--- src/rtl/obbsat_pkg.sv ---
// Shared types, codes and small index tables for the oriented-box
// separating axis test. No dependencies.
package obbsat_pkg;

    localparam int COORD_WIDTH_DEF = 32;
    localparam int FRAC_BITS_DEF   = 16;
    localparam int NUM_ROWS        = 10;   // two boxes by five vector kinds

    // vector kinds on the load port
    localparam logic [2:0] MODE_CENTER = 3'd0;
    localparam logic [2:0] MODE_AXIS_X = 3'd1;
    localparam logic [2:0] MODE_HALF   = 3'd4;

    typedef logic [3:0] t_axis;
    typedef logic [1:0] t_comp;
    typedef logic [3:0] t_row;

    localparam t_axis NUM_FACE  = 4'd6;
    localparam t_axis LAST_AXIS = 4'd14;
    localparam t_comp LAST_COMP = 2'd2;

    typedef enum logic [4:0] {
        S_IDLE,
        S_EXT_A, S_EXT_M, S_EXT_W,
        S_AXIS, S_LOAD_FACE,
        S_CR_A, S_CR_B, S_CR_C, S_CR_D, S_CR_E,
        S_SQ_M, S_SQ_A, S_SQ_S, S_SQ_W,
        S_PC, S_PT, S_PM, S_PD, S_PU,
        S_CMP, S_MV, S_DV_S, S_DV_W,
        S_NB_S, S_NB_W, S_NB_M,
        S_NEXT, S_FIN
    } t_state;

    function automatic t_row row_addr(input logic box, input logic [2:0] mode);
        return {1'b0, mode} + (box ? 4'd5 : 4'd0);
    endfunction

    function automatic logic [2:0] ax_mode(input t_comp i);
        return MODE_AXIS_X + {1'b0, i};
    endfunction

    function automatic t_comp next_comp(input t_comp c);
        return (c == LAST_COMP) ? 2'd0 : c + 2'd1;
    endfunction

    // face axes: box of the axis
    function automatic logic axis_box(input t_axis k);
        case (k)
            4'd3, 4'd4, 4'd5: return 1'b1;
            default:          return 1'b0;
        endcase
    endfunction

    // axis index within its box of a face axis, or first-box axis of an edge axis
    function automatic t_comp axis_i(input t_axis k);
        case (k)
            4'd0, 4'd3, 4'd6, 4'd7, 4'd8:     return 2'd0;
            4'd1, 4'd4, 4'd9, 4'd10, 4'd11:   return 2'd1;
            4'd2, 4'd5, 4'd12, 4'd13, 4'd14:  return 2'd2;
            default:                          return 2'd0;
        endcase
    endfunction

    // second-box axis of an edge axis
    function automatic t_comp axis_j(input t_axis k);
        case (k)
            4'd7, 4'd10, 4'd13: return 2'd1;
            4'd8, 4'd11, 4'd14: return 2'd2;
            default:            return 2'd0;
        endcase
    endfunction

endpackage

--- src/rtl/obbsat_div.sv ---
// Restoring bit-serial fixed-point divider, one quotient bit per cycle,
// saturated signed Q result. Depends on obbsat_pkg for defaults.
module obbsat_div #(
    parameter int COORD_WIDTH = obbsat_pkg::COORD_WIDTH_DEF,
    parameter int FRAC_BITS   = obbsat_pkg::FRAC_BITS_DEF
) (
    input  logic                          i_clk,
    input  logic                          i_rst_n,
    input  logic                          i_start,
    input  logic signed [COORD_WIDTH-1:0] i_a,
    input  logic signed [COORD_WIDTH-1:0] i_b,
    output logic                          o_done,
    output logic signed [COORD_WIDTH-1:0] o_q
);
    localparam int W  = COORD_WIDTH;
    localparam int NW = COORD_WIDTH + FRAC_BITS;
    localparam int CW = $clog2(NW);
    localparam logic [NW-1:0] LIM_POS = {{(NW-W+1){1'b0}}, {(W-1){1'b1}}};

    logic [NW-1:0] r_num;
    logic [NW-1:0] r_quot;
    logic [W-1:0]  r_den;
    logic [W-1:0]  r_rem;
    logic          r_neg;
    logic [CW-1:0] r_cnt;
    logic          r_busy;
    logic          r_done;

    logic [W:0]    trial;
    logic          fits;
    logic [NW-1:0] lim;
    logic [W-1:0]  mag;

    function automatic logic [W-1:0] magn(input logic signed [W-1:0] v);
        return v[W-1] ? W'(-v) : W'(v);
    endfunction

    assign trial = {r_rem, r_num[NW-1]};
    assign fits  = trial >= {1'b0, r_den};

    always_ff @(posedge i_clk) begin
        if (!i_rst_n) begin
            r_busy <= 1'b0;
            r_done <= 1'b0;
        end else begin
            r_done <= 1'b0;
            if (i_start) begin
                r_num  <= NW'(magn(i_a)) << FRAC_BITS;
                r_den  <= magn(i_b);
                r_rem  <= '0;
                r_quot <= '0;
                r_neg  <= i_a[W-1] ^ i_b[W-1];
                r_cnt  <= '0;
                r_busy <= 1'b1;
            end else if (r_busy) begin
                r_rem  <= fits ? W'(trial - {1'b0, r_den}) : W'(trial);
                r_quot <= {r_quot[NW-2:0], fits};
                r_num  <= r_num << 1;
                r_cnt  <= r_cnt + 1'b1;
                if (r_cnt == CW'(NW-1)) begin
                    r_busy <= 1'b0;
                    r_done <= 1'b1;
                end
            end
        end
    end

    always_comb begin
        lim    = r_neg ? LIM_POS + 1'b1 : LIM_POS;
        mag    = (r_quot > lim) ? W'(lim) : W'(r_quot);
        o_q    = r_neg ? W'(-mag) : W'(mag);
        o_done = r_done;
    end

endmodule

--- config.mk ---
export PLATFORM = sky130hd
export DESIGN_NAME = obbsat_div
export DESIGN_NICKNAME = d
export VERILOG_FILES = /design/src/rtl/obbsat_pkg.sv /design/src/rtl/obbsat_div.sv
export SDC_FILE = /design/constraint.sdc
export NUM_CORES = 1
export LEC_CHECK = 0
export BUFFER_PORTS_ARGS = -buffer_cell sky130_fd_sc_hd__clkbuf_2
export CAP_MARGIN = 40
export CORE_UTILIZATION = 45
export CTS_CLUSTER_SIZE = 24
export DETAILED_ROUTE_END_ITERATION = 10
export PLACE_DENSITY = 0.61
export SLEW_MARGIN = 20
export SYNTH_ARGS = -nofsm -noshare
export SYNTH_HDL_FRONTEND = slang
export SYNTH_SLANG_ARGS = --single-unit
--- constraint.sdc ---
create_clock -name i_clk -period 8.79 [get_ports i_clk]
set_input_delay 2.1975 -clock i_clk [delete_from_list [all_inputs] [get_ports i_clk]]
set_output_delay 2.1975 -clock i_clk [all_outputs]
set_load 0.03 [all_outputs]
==> results by group <==
Status
  • Outcome: finished clean

Synthesis
  • Synth Flop Type: edfxtp_1
  • Adder-Cell Fraction of Synth Area: 8.057%
  • Largest family of logic cells by synthesized area: simple AND/OR/NAND/NOR gates
  • Async SR Flop Fraction: 0%
  • Yosys cell types: 65
  • Most common cell in the synthesized netlist: edfxtp_1
  • Synth area leader: edfxtp_1
  • Number of synthesized flops with an enable pin: 151
  • Top post-synthesis cells by count: edfxtp_1 (151), nor2_1 (100), a21oi_1 (95), nand2_1 (76)
  • FF+latch count, synth: 153
  • Compound-gate portion of the synthesized area: 16.59%
  • Syn Std Cell Area: 10810 sq um
  • Synthesized Nets: 1256
  • Synth warnings: 0
  • XOR/XNOR share of the synthesized area: 6.564%
  • Yosys top cell area share: 41.95%
  • Seq/Total Area, Yosys: 42.32%
  • Mux contribution to synthesized area: 4.318%
  • Synth Area in Simple Gates: 18.00%
  • Mapped Cells: 1120
  • Area contributors post-synth: edfxtp_1 (42%), ha_1 (7.9%), a21oi_1 (4.4%)
  • Syn_area_per_cell: 9.650 sq um

Timing
  • TNS Setup: 0 ns
  • Worst clock skew: 0.01364 ns
  • RSZ-0062 raised after global routing: no
  • Final period util: 94.09%
  • Final min period: 8.271 ns
  • Fmax: 120.9 MHz
  • Final Hold Viols: 0
  • Fin worst setup slack: 0.5192 ns
  • Worst slew pin tran: 0.7481 ns
  • Slew Limit Fails: 0
  • Slew headroom: 48.84%
  • Final setup viols: 0
  • Fin Hold WS: 0.5554 ns

Route
  • DR vias: 8341
  • Post-route DRC: 0
  • Drt pass-1 iters: 5
  • Final WL: 22.62 mm
  • Remaining antenna violation count: 0
  • Wire length per cell: 14.78 um
  • First DRT Iteration DRCs: 457
  • Vias per cell: 5.448

Clocking
  • # clock sinks: 153
  • Clock buffer depth: 2
  • Clk_lat worst skew: 0.43 ns
  • Clock-pin slew on the worst setup and hold paths: 0.07 ns
  • TritonCTS clock tree: done
  • CTS Root Buffer Type: clkbuf_16
  • Post-CTS setup buffer count: 0
  • TritonCTS buffer count: 17
  • # hold bufs at CTS: 0
  • CTS H-tree depth: 4
  • Post-CTS sizing: 0

Critical path
  • CP required: 6.59 ns
  • Startpoint class of the critical path: register
  • Slowest-stage cell, CP: nor4_1
  • Crit path max-delay family: simple AND/OR/NAND/NOR gates
  • Buf/Inv on CP: 3
  • Worst path max stage delay: 0.58 ns
  • CP Class: register to primary output
  • Critical path, cell by cell: inv_1, buf_4, ha_1, nand4_1, or2_2, nor4_1, o21ai_0, a32oi_4, nor2_1, a21oi_1, ha_1, nand4b_1, or4_4, or3_4, or3_4, or3_1, nand2_1, mux2i_1, a21oi_1, clkbuf_2
  • Crit path arrival time: 6.07 ns
  • Critical path fanouts, max: 25
  • Worst setup EP type: primary output
  • Worst R2R Setup Slack: 5.33 ns

Placed design
  • Port buffer count: 99
  • Pre-CTS setup slack: 0.9387 ns
  • DP Area: 11610 sq um
  • DPL Wire Length: 15.99 mm
  • Placer Congestion: 0.8207
  • DP Cell Count: 1498

Global route
  • GRT Util Overall: 19.17%
  • Antenna violations before repair: 0
  • Vias in the first global route: 7597
  • First-pass GRT wire length: 37.54 mm
  • Largest net degree at the start of global routing: 81
  • Gr ovfl total: 0

Final layout
  • NumNets Final: 1335
  • Layout cells sized above 1: 14.44%
  • Final instance area: 12190 sq um
  • Non-Filler Instances: 1531
  • Filler cells: 2219
  • Area Overhead vs Synth: 12.75%
  • Reg area: 4574 sq um
  • Util after Layout: 51.76%
  • ANT cells: 0
  • Area of the multi-input gates: 5829 sq um

Power and ir drop
  • Leak: 5.004 nW
  • Total Power: 2.118 mW
  • Worst vdd ir: 0.09587 mV
  • Pwr Density: 173.8 nW/um^2

Worst hold path
  • Worst min path class: register to register

Die
  • I/O pins: 100
  • Die area: 24640 sq um
  • Die Width: 157.0 um
  • Site Rows: 56
  • Initial Utilization: 45.91%
  • Core Area: 23540 sq um
  • Die H: 157.0 um

Job
  • MaxCap Viol Count: 0
## layer usage
| metal | GRT usage [%] | share of wire [%] |
|---|---|---|
| met1 | 27.01 | 50 |
| met2 | 30.22 | 45 |
| met5 | 0 | 0 |
| met3 | 2.891 | 3.4 |
| met4 | 6.022 | 1.3 |
## layout make-up
cell class                      instances  share of cell area (%)
Clock buffer                           18                   3.604
Clock inverter                         14                  0.9241
Inverter                               60                   1.848
Multi-Input combinational cell        858                   47.84
Sequential cell                       153                   37.54
Tap cell                              319                   3.276
Timing Repair Buffer                  109                   4.970
## logic make-up (layout without fill, tap and decap cells)
family	count (synthesis)	in the layout
AND/OR/NAND/NOR	375	375
buffers and inverters	109	201
multiplexers	46	46
XOR/XNOR	81	81
adder cells (fa/ha/maj)	69	69
flip-flops	153	153
AO/OA/AOI/OAI	287	287
## flip-flops by register name, summed over array words and instances, names as in the netlist
signal,cells
r_quot,48
r_den,32
r_num,32
r_rem,32
r_cnt,6
o_done,1
r_busy,1
r_neg,1
## final timing paths
path | from | endpoint | cells past startpoint
worst max-delay path | r_neg | o_q[24] | 20
worst min-delay path | r_busy | o_done | 1
worst max register to register | r_rem[0] | r_rem[27] | 11
worst min register to register | r_busy | o_done | 1
## report_power, final
group | switching (mW) | internal, mW | leakage (nW) | total (mW)
registers | 0.0363 | 0.878 | 1.47 | 0.914
clock network | 0.317 | 0.375 | 0.273 | 0.692
logic | 0.300 | 0.212 | 3.26 | 0.512
total | 0.654 | 1.46 | 5.00 | 2.12
## placed cells by master (no fill, tap or decap), drive strengths merged, types with 41 or more instances in the layout
cell and count:
edfxtp 151, mux2i 41, inv 65, nor2 100
nor2b 53, clkbuf 116, o21ai 68, xor2 41
ha 68, a21oi 95, nand2 76
(Power assumes the default switching activity.)
